`config.mk`:
```
export PLATFORM = sky130hd
export DESIGN_NAME = ptp_packet_classifier_unit
export DESIGN_NICKNAME = d
export VERILOG_FILES = /design/src/rtl/ptpc_pkg.sv /design/src/rtl/ptpc_in_stage.sv /design/src/rtl/ptpc_parse.sv /design/src/rtl/ptpc_out_stage.sv /design/src/rtl/ptp_packet_classifier_unit.sv
export SDC_FILE = /design/constraint.sdc
export NUM_CORES = 1
export LEC_CHECK = 0
export BUFFER_PORTS_ARGS = -buffer_cell sky130_fd_sc_hd__buf_4
export CORE_ASPECT_RATIO = 2
export CORE_MARGIN = 3
export CORE_UTILIZATION = 45
export CTS_CLUSTER_DIAMETER = 100
export DETAILED_ROUTE_END_ITERATION = 10
export SYNTH_ARGS = -nofsm -noshare
export SYNTH_HDL_FRONTEND = slang
export SYNTH_HIERARCHICAL = 1
export SYNTH_SLANG_ARGS = --single-unit
```
`constraint.sdc`:
```
create_clock -name clk -period 9.1 [get_ports clk]
set_input_delay 0.91 -clock clk [delete_from_list [all_inputs] [get_ports clk]]
set_output_delay 0.91 -clock clk [all_outputs]
set_load 0.01 [all_outputs]
```
`src/rtl/ptpc_pkg.sv`:
```
// ----------------------------------------------------------------------------
// ptpc_pkg: shared types and constants of the PTP packet classifier
// Frame field codes, position constants, verdict codes and the item and
// result structs that travel between the classifier stages.
// ----------------------------------------------------------------------------
`default_nettype none

package ptpc_pkg;

  // Byte position width; positions saturate at the all-ones value
  localparam int PosW = 7;
  localparam logic [PosW-1:0] POS_MAX = {PosW{1'b1}};

  // Ethertypes and protocol fields
  localparam logic [15:0] ETYPE_VLAN = 16'h8100;
  localparam logic [15:0] ETYPE_PTP  = 16'h88f7;
  localparam logic [15:0] ETYPE_IPV4 = 16'h0800;
  localparam logic [15:0] ETYPE_IPV6 = 16'h86dd;
  localparam logic [7:0]  PROTO_UDP  = 8'h11;
  localparam logic [15:0] PORT_EVENT   = 16'd319;
  localparam logic [15:0] PORT_GENERAL = 16'd320;
  localparam logic [12:0] FRAG_OFS_MASK = 13'h1FFF;
  localparam int          FRAG_MF_BIT   = 13;

  // Header positions and lengths
  localparam logic [PosW-1:0] L3_BASE          = 7'd14;
  localparam logic [PosW-1:0] VLAN_TAG_BYTES   = 7'd4;
  localparam logic [PosW-1:0] TYPE_POS0        = 7'd13;
  localparam logic [PosW-1:0] TYPE_POS1        = 7'd17;
  localparam logic [PosW-1:0] TYPE_POS2        = 7'd21;
  localparam logic [PosW-1:0] L3_AFTER1        = 7'd18;
  localparam logic [PosW-1:0] L3_AFTER2        = 7'd22;
  localparam logic [PosW-1:0] IPV4_FRAG_LO     = 7'd7;
  localparam logic [PosW-1:0] IPV4_PROTO       = 7'd9;
  localparam logic [PosW-1:0] IPV6_NEXT        = 7'd6;
  localparam logic [PosW-1:0] IPV6_FIXED_BYTES = 7'd40;
  localparam logic [PosW-1:0] UDP_DPORT_LO     = 7'd3;
  localparam logic [PosW-1:0] UDP_HEADER_BYTES = 7'd8;
  localparam logic [PosW:0]   PTP_LAST_OFS     = 8'd33;
  localparam logic [3:0]      IHL_MIN          = 4'd5;

  // Layer-3 kind codes
  localparam logic [1:0] KIND_UNKNOWN = 2'd0;
  localparam logic [1:0] KIND_L2PTP   = 2'd1;
  localparam logic [1:0] KIND_IPV4    = 2'd2;
  localparam logic [1:0] KIND_IPV6    = 2'd3;

  // Verdict codes
  localparam logic [1:0] VERDICT_EVENT   = 2'd0;
  localparam logic [1:0] VERDICT_GENERAL = 2'd1;
  localparam logic [1:0] VERDICT_INVALID = 2'd2;
  localparam logic [1:0] VERDICT_NOT_PTP = 2'd3;

  // Message type ranges
  localparam logic [3:0] MT_EVENT_MAX   = 4'd3;
  localparam logic [3:0] MT_GENERAL_MIN = 4'd8;
  localparam logic [3:0] MT_GENERAL_MAX = 4'd13;

  // One registered input byte
  typedef struct packed {
    logic       valid;
    logic [7:0] data;
    logic       eof;
  } item_t;

  // One classification result
  typedef struct packed {
    logic [1:0]      verdict;
    logic [PosW-1:0] offset;
    logic [3:0]      mtype;
  } result_t;

endpackage

`default_nettype wire

```
`src/rtl/ptpc_in_stage.sv`:
```
// ----------------------------------------------------------------------------
// ptpc_in_stage: input register of the classifier
// Holds one frame byte; refills in the same cycle the held byte moves on.
// ----------------------------------------------------------------------------
`default_nettype none

module ptpc_in_stage
  import ptpc_pkg::*;
(
  input  wire logic       clk,
  input  wire logic       rst,
  input  wire logic       frame_valid,
  output logic            frame_ready,
  input  wire logic [7:0] frame_byte,
  input  wire logic       end_of_frame,
  input  wire logic       advance,
  output item_t           item
);

  logic       valid;
  logic [7:0] data;
  logic       eof;

  // Space when empty or when the held byte leaves this cycle
  assign frame_ready = !valid || advance;

  always_ff @(posedge clk) begin
    if (rst) begin
      valid <= 1'b0;
    end else if (frame_valid && frame_ready) begin
      valid <= 1'b1;
    end else if (advance) begin
      valid <= 1'b0;
    end
  end

  // Payload needs no reset
  always_ff @(posedge clk) begin
    if (frame_valid && frame_ready) begin
      data <= frame_byte;
      eof  <= end_of_frame;
    end
  end

  assign item = '{valid: valid, data: data, eof: eof};

endmodule

`default_nettype wire

```
`src/rtl/ptpc_parse.sv`:
```
// ----------------------------------------------------------------------------
// ptpc_parse: per-byte header parser of the classifier
// Tracks the byte position and header layout of the current frame and forms
// the verdict combinationally on the last byte.
// ----------------------------------------------------------------------------
`default_nettype none

module ptpc_parse
  import ptpc_pkg::*;
(
  input  wire logic  clk,
  input  wire logic  rst,
  input  wire item_t item,
  input  wire logic  advance,
  output result_t    result
);

  logic [PosW-1:0] pos;
  logic [7:0]      prev_byte;
  logic [PosW-1:0] l3_start;
  logic [1:0]      l3_kind;
  logic [PosW-1:0] l4_start;
  logic [PosW-1:0] ptp_start;
  logic [3:0]      captured_type;
  logic            rejected;
  logic            type_seen;

  logic [PosW-1:0] l3_start_next;
  logic [1:0]      l3_kind_next;
  logic [PosW-1:0] l4_start_next;
  logic [PosW-1:0] ptp_start_next;
  logic [3:0]      captured_type_next;
  logic            rejected_next;
  logic            type_seen_next;

  logic [15:0]     word;
  logic [3:0]      ihl;
  logic            type_pos;
  logic            ptp_ok;
  logic [PosW:0]   ptp_last;

  assign word = {prev_byte, item.data};
  assign ihl  = item.data[3:0];
  assign type_pos = (pos == TYPE_POS0) ||
                    (pos == TYPE_POS1 && l3_start == L3_AFTER1) ||
                    (pos == TYPE_POS2 && l3_start == L3_AFTER2);

  // Header walk for the current byte
  always_comb begin
    l3_start_next      = l3_start;
    l3_kind_next       = l3_kind;
    l4_start_next      = l4_start;
    ptp_start_next     = ptp_start;
    captured_type_next = captured_type;
    rejected_next      = rejected;
    type_seen_next     = type_seen;
    if (!rejected) begin
      case (l3_kind)
        KIND_UNKNOWN: begin
          if (type_pos) begin
            if (pos < TYPE_POS2 && word == ETYPE_VLAN) begin
              l3_start_next = l3_start + VLAN_TAG_BYTES;
            end else if (word == ETYPE_PTP) begin
              l3_kind_next   = KIND_L2PTP;
              ptp_start_next = l3_start;
            end else if (word == ETYPE_IPV4) begin
              l3_kind_next = KIND_IPV4;
            end else if (word == ETYPE_IPV6) begin
              l3_kind_next = KIND_IPV6;
            end else begin
              rejected_next = 1'b1;
            end
          end
        end
        KIND_IPV4: begin
          if (pos == l3_start) begin
            if (ihl < IHL_MIN) begin
              rejected_next = 1'b1;
            end else begin
              l4_start_next = l3_start + {1'b0, ihl, 2'b00};
            end
          end
          // MF set or nonzero fragment offset
          if (pos == l3_start + IPV4_FRAG_LO) begin
            if (word[FRAG_MF_BIT] || (word[12:0] & FRAG_OFS_MASK) != 13'd0) begin
              rejected_next = 1'b1;
            end
          end
          if (pos == l3_start + IPV4_PROTO && item.data != PROTO_UDP) begin
            rejected_next = 1'b1;
          end
        end
        KIND_IPV6: begin
          // Fragment header and every other non-UDP next header reject
          if (pos == l3_start + IPV6_NEXT) begin
            if (item.data != PROTO_UDP) begin
              rejected_next = 1'b1;
            end else begin
              l4_start_next = l3_start + IPV6_FIXED_BYTES;
            end
          end
        end
        default: begin
        end
      endcase
      // UDP destination port check
      if ((l3_kind == KIND_IPV4 || l3_kind == KIND_IPV6) && !rejected_next &&
          l4_start_next != '0 && pos == l4_start_next + UDP_DPORT_LO) begin
        if (word == PORT_EVENT || word == PORT_GENERAL) begin
          ptp_start_next = l4_start_next + UDP_HEADER_BYTES;
        end else begin
          rejected_next = 1'b1;
        end
      end
      // First PTP header byte carries the message type
      if (!rejected_next && ptp_start_next != '0 && pos == ptp_start_next) begin
        captured_type_next = item.data[3:0];
        type_seen_next     = 1'b1;
      end
    end
  end

  // Verdict on the final byte; the whole header must be in the frame
  assign ptp_last = {1'b0, ptp_start_next} + PTP_LAST_OFS;
  assign ptp_ok   = !rejected_next && ptp_start_next != '0 && type_seen_next &&
                    {1'b0, pos} >= ptp_last;

  always_comb begin
    result = '{verdict: VERDICT_NOT_PTP, offset: '0, mtype: 4'd0};
    if (ptp_ok) begin
      result.offset = ptp_start_next;
      result.mtype  = captured_type_next;
      if (captured_type_next <= MT_EVENT_MAX) begin
        result.verdict = VERDICT_EVENT;
      end else if (captured_type_next >= MT_GENERAL_MIN &&
                   captured_type_next <= MT_GENERAL_MAX) begin
        result.verdict = VERDICT_GENERAL;
      end else begin
        result.verdict = VERDICT_INVALID;
      end
    end
  end

  // Frame state: cleared after the last byte
  always_ff @(posedge clk) begin
    if (rst || (advance && item.eof)) begin
      pos           <= '0;
      prev_byte     <= 8'd0;
      l3_start      <= L3_BASE;
      l3_kind       <= KIND_UNKNOWN;
      l4_start      <= '0;
      ptp_start     <= '0;
      captured_type <= 4'd0;
      rejected      <= 1'b0;
      type_seen     <= 1'b0;
    end else if (advance) begin
      if (pos != POS_MAX) begin
        pos <= pos + 7'd1;
      end
      prev_byte     <= item.data;
      l3_start      <= l3_start_next;
      l3_kind       <= l3_kind_next;
      l4_start      <= l4_start_next;
      ptp_start     <= ptp_start_next;
      captured_type <= captured_type_next;
      rejected      <= rejected_next;
      type_seen     <= type_seen_next;
    end
  end

endmodule

`default_nettype wire

```
`src/rtl/ptpc_out_stage.sv`:
```
// ----------------------------------------------------------------------------
// ptpc_out_stage: result register of the classifier
// Holds one verdict until the downstream side takes the transaction.
// ----------------------------------------------------------------------------
`default_nettype none

module ptpc_out_stage
  import ptpc_pkg::*;
(
  input  wire logic    clk,
  input  wire logic    rst,
  input  wire logic    load,
  input  wire result_t result,
  output logic         result_valid,
  input  wire logic    result_ready,
  output logic [1:0]   verdict,
  output logic [6:0]   header_offset,
  output logic [3:0]   message_type
);

  result_t held;

  always_ff @(posedge clk) begin
    if (rst) begin
      result_valid <= 1'b0;
    end else if (load) begin
      result_valid <= 1'b1;
    end else if (result_ready) begin
      result_valid <= 1'b0;
    end
  end

  always_ff @(posedge clk) begin
    if (load) begin
      held <= result;
    end
  end

  assign verdict       = held.verdict;
  assign header_offset = held.offset;
  assign message_type  = held.mtype;

endmodule

`default_nettype wire

```
`src/rtl/ptp_packet_classifier_unit.sv`:
```
// ----------------------------------------------------------------------------
// ptp_packet_classifier_unit: IEEE 1588 frame classifier
// Byte-serial Ethernet parser that flags PTP event and general messages.
// ----------------------------------------------------------------------------
// Feed a frame one byte per transaction from the first destination MAC byte,
// marking the last byte with end_of_frame; the block takes a byte every cycle
// and presents one verdict per frame from the result register, loaded when the
// last byte moves on from the input register. The rate is set by the per-byte
// header walk, one short step between the input register and the result
// register; only a last byte waits, while the previous verdict is still held.
// Up to two VLAN tags are skipped; layer-2 PTP and UDP ports 319/320 over
// unfragmented IPv4 or over IPv6 with UDP as next header are recognized. A
// frame too short for the 34-byte PTP header reports not PTP with zero offset
// and type.
`default_nettype none

module ptp_packet_classifier_unit
  import ptpc_pkg::*;
(
  input  wire logic       clk,
  input  wire logic       rst,
  input  wire logic       frame_valid,
  output logic            frame_ready,
  input  wire logic [7:0] frame_byte,
  input  wire logic       end_of_frame,
  output logic            result_valid,
  input  wire logic       result_ready,
  output logic [1:0]      verdict,
  output logic [6:0]      header_offset,
  output logic [3:0]      message_type
);

  item_t   item;
  result_t result;
  logic    advance;

  // A byte moves on unless it is a last byte and the result slot is full
  assign advance = item.valid && (!item.eof || !result_valid || result_ready);

  ptpc_in_stage u_in_stage (
    .clk          (clk),
    .rst          (rst),
    .frame_valid  (frame_valid),
    .frame_ready  (frame_ready),
    .frame_byte   (frame_byte),
    .end_of_frame (end_of_frame),
    .advance      (advance),
    .item         (item)
  );

  ptpc_parse u_parse (
    .clk     (clk),
    .rst     (rst),
    .item    (item),
    .advance (advance),
    .result  (result)
  );

  ptpc_out_stage u_out_stage (
    .clk           (clk),
    .rst           (rst),
    .load          (advance && item.eof),
    .result        (result),
    .result_valid  (result_valid),
    .result_ready  (result_ready),
    .verdict       (verdict),
    .header_offset (header_offset),
    .message_type  (message_type)
  );

endmodule

`default_nettype wire
```
==> run summary <==
For the final routed database, the setup TNS stands at 0 ps. The via count of the first global-routing pass was 4348; the pin count of the biggest net entering global routing was 38. The finished layout cell area is 0.00539 sq mm. Setup repair after global routing left no endpoint under its margin. After Yosys synthesis, and, or, nand and nor cells account for 25.9% of the synthesized area.

Counting flops with a built-in enable in the synthesized netlist gives 22. Summing the sequential cell areas from Yosys gives 31.9% of the chip area. Port buffering added 27 buffers. Share of layout cells above drive strength 1: 14.2%.

For this block, the initial DRC count from the detailed router was 323. In the post-synthesis netlist, the biggest area contributors are dfxtp_1, edfxtp_1, ha_1. Clock tree synthesis selected as its root buffer the cell clkbuf_16.

Setup violations remaining at the end of the flow were counted as 0. The startpoint-to-endpoint class of the critical path was register to register. The final layout contains 609 nets.

Of all cell types, the one taking the most synthesized area is dfxtp_1. The data arrival time at the worst-slack endpoint was 7800 ps. The average instance area after synthesis is 8.63 sq um, and the fraction of power consumed by the clock network is 46.5%. For the number of placement rows, the log shows 52. The floorplan step defined a die boundary enclosing 0.0121 sq mm. Buffers inserted during clock tree synthesis total 9.

The async set-reset flop share out of synthesis is 0%. For this configuration, the core starts out at a cell density of 46.9%. The number of maximum-capacitance violations came out at 0. The run gives 3 as the CTS H-tree depth. For the total placed instance area, the log shows 0.00508 sq mm. The logs give 2 for the largest buffer count on any clock path and 10800 microns for the sum of net half-perimeters after detailed placement.

The number of antenna diodes in the final layout is 0. The count of cells resized by post-cts repair is 0. The analysis attributes to cell leakage a power of 1.94 nW.

The number of clock sinks was 66. Global routing used 24.5% of the available tracks across all layers. Internal power comes to 0.568 mW.

The setup clock skew after layout was 10.1 ps; the required time at the worst-slack endpoint was 9160 ps. The power consumption came out at 0.765 mW. For the total congestion overflow after global routing, the log shows 0.

The largest single stage delay on the critical path is 580 ps. The via total after detailed routing is 4265. The total count of max-transition violations in the final report is 0, and the share of Yosys cell area claimed by the top area cell type is 18.3%. Insertion delay to the later sink of the worst-skew pair: 330 ps.

Most prevalent standard cell on the critical path: ha_1. The worst setup path is captured at a register. The compound-gate portion of the synthesized area was 17.5%. Prevailing post-synth register cell: dfxtp_1.

The synthesized design contains 66 register bits. In this run, the combinational gates consume 10.7% of the power. During synthesis, Yosys emitted a total of 6 warnings.

The net count of the mapped netlist is 597. By area, the combinational part of the netlist is dominated by simple AND/OR/NAND/NOR gates. The die width was 79.2 microns. From synthesis to final layout, the design area changed by 11.7%. Routability-driven placement finished with a final weighted congestion of 0.948. For the finished layout, the period the worst path requires is 7750 ps. From bottom edge to top edge, the die measures 152 microns. The total I/O pin count is 28, and the period utilization is 85.1%.

In this run the power density over the cells is 142 mW/mm^2. Among all stages on the critical path, the largest delay is contributed by or3b_1. Of the total power, registers draw 42.8%.

After detailed routing, the average wire length per cell comes to 19.9 microns. The run gives 0.116 mV as the worst supply voltage drop on vdd. The post-synthesis mux area share came out at 6.14%. The first-pass GRT wire length is 22800 microns.

The tools report the initial antenna violation count as 0. Worst hold-check path type: register to register. Summing the areas of all xor and xnor instances in the mapped netlist gives 6.53% of the synthesized area.

The count of mapped cells out of synthesis was 559; the peak clock frequency supported by timing was 0.129 GHz. TritonCTS built the clock tree. Clock-pin slew was measured on the worst setup and hold paths at 60 ps. The tools report the final routed wirelength across all metal layers as 14100 microns. The layout has 1025 filler cells. For the standard cell core area, the log shows 0.0103 sq mm. The highest fanout seen on the critical path is 13.

The core occupancy in the finished layout is 52.4%, and the slew at the pin closest to its max-slew limit is 1230 ps. After synthesis the cells add up to 0.00483 sq mm. For the hold-fix buffer count after cts, the log shows 0.

Of the total power, the share spent switching nets is 25.7%. The flow ran to the end, and the final reports show no timing, DRC or antenna violations. Counting distinct cell types in the post-synthesis netlist gives 84.

The number of endpoints with negative hold slack in the final report is 0, and the normalized max-slew margin is 18.0%. The detail route stage leaves a number of antenna-violating nets equal to 0. Switching power total: 0.197 mW. In this run the post-CTS setup repair buffer count came out at 0. After detailed routing, the number of remaining DRC violations is 0.

The synthesized netlist devotes 6.64% of its cell area to adder and majority cells. Using the TritonRoute via totals, the vias-per-cell ratio works out to 6.00. The first detailed-routing pass took 5 iterations. STA classifies the critical path startpoint as a register.
==> placed cells by master, fill, tap and decap left out, drive strengths merged, types with 8 or more instances in the layout <==
cell | netlist | layout
nand2b | 10 | 10
a21o | 9 | 9
edfxtp | 22 | 22
and2 | 8 | 8
nor2 | 76 | 76
nor3 | 17 | 17
ha | 24 | 24
buf | 13 | 33
xnor2 | 25 | 25
o21ai | 22 | 22
inv | 22 | 23
o211ai | 8 | 8
nand2 | 35 | 35
a21oi | 33 | 33
clkbuf | 19 | 10
nand4 | 10 | 10
nand3 | 20 | 20
mux2i | 24 | 24
dfxtp | 44 | 44
xor2 | 11 | 11
nor4 | 10 | 10
==> registers in the layout, indices dropped and copies added, names as in the netlist <==
signal                     cells
u_parse/type_seen              1
u_parse/l3_start               5
u_parse/captured_type          4
u_in_stage/data                8
u_parse/ptp_start              7
u_parse/rejected               1
u_in_stage/eof                 1
u_parse/pos                    7
u_out_stage/verdict            2
u_out_stage/header_offset      7
u_parse/l3_kind                2
u_out_stage/result_valid       1
u_parse/l4_start               7
u_out_stage/message_type       4
u_in_stage/valid               1
u_parse/prev_byte              8
==> power groups by stage <==
stage / clock (mW) / combinational (mW) / sequential (mW)
final: 0.356 / 0.0817 / 0.328
after global placement: 0 / 0.0803 / 0.333
after CTS: 0.362 / 0.0818 / 0.327
after floorplan: 0 / 0.0620 / 0.327
after global routing: 0.372 / 0.0907 / 0.329
after detailed placement: 0 / 0.0813 / 0.333
==> layout make-up <==
| type | count | area, sq um | area share (%) |
|---|---|---|---|
| multi-input cells | 436 | 3030 | 56.2 |
| inverters | 25 | 98.8 | 1.83 |
| clock inverters | 6 | 65.1 | 1.21 |
| repair buffers | 33 | 248 | 4.60 |
| clock buffers | 10 | 239 | 4.43 |
| well taps | 135 | 169 | 3.13 |
| flip-flops and latches | 66 | 1540 | 28.6 |
==> cells in the mapped netlist, types with 3 or more instances <==
cell	instances
nor2_1	76
dfxtp_1	44
nand2_1	35
a21oi_1	31
xnor2_1	25
ha_1	24
mux2i_1	24
edfxtp_1	22
o21ai_0	22
inv_1	20
nand3_1	20
clkbuf_1	18
nor3_1	15
xor2_1	11
nand4_1	10
a21o_1	9
nand2b_1	9
o211ai_1	8
and2_1	7
nor3b_1	7
or3_1	7
buf_2	6
buf_4	6
nor4_1	6
nand3b_1	5
nor2b_1	5
and3_1	4
mux2_2	4
a211oi_1	3
a21boi_0	3
nor4_4	3
o221ai_1	3
o22ai_1	3
==> logic make-up after synthesis <==
family | Yosys count
compound gates | 116
xor+xnor | 36
fa+ha+maj | 25
buf+inv | 57
flops | 66
mux | 29
simple gates | 230
==> metal layers <==
layer  up-vias  share of wire, %  global-route usage [%]
li1       2044                 -                       -
met1      2013                36                    25.4
met2       140                52                    43.2
met3        68               3.7                    3.49
met4         0               8.0                    18.2
met5         -                 0                       0
==> metrics by stage <==
stage	std cells	hold WS, ps	setup WS, ps
finish	711	443	1350
CTS	711	445	1370
global placement	695	437	1570
floorplan	559	419	2340
global route	711	487	701
detailed placement	695	437	1390
==> final timing paths <==
kind	end	cells past startpoint	from	slack, ps
worst max-delay path	u_out_stage/message_type[3]$_DFFE_PP_	28	u_parse/l3_start[3]$_SDFFE_PP1P_	1350
worst min-delay path	u_parse/l4_start[0]$_SDFFE_PP0P_	2	u_parse/l4_start[0]$_SDFFE_PP0P_	440
worst min register to register	u_parse/l4_start[0]$_SDFFE_PP0P_	2	u_parse/l4_start[0]$_SDFFE_PP0P_	440
worst max register to register	u_out_stage/message_type[3]$_DFFE_PP_	28	u_parse/l3_start[3]$_SDFFE_PP1P_	1350
==> worst max-delay path: cells and delay by family, from the launching register on <==
| family | cells | cell delay [ps] |
|---|---|---|
| muxes | 1 | 150 |
| AOI/OAI and AO/OA | 10 | 2570 |
| buffers and inverters | 2 | 180 |
| adders and majority gates | 4 | 1110 |
| xor gates and xnor gates | 1 | 150 |
| and+or+nand+nor | 10 | 2750 |
| DFF | 1 | 540 |
Note: power is estimated with default switching activity, not from simulation.
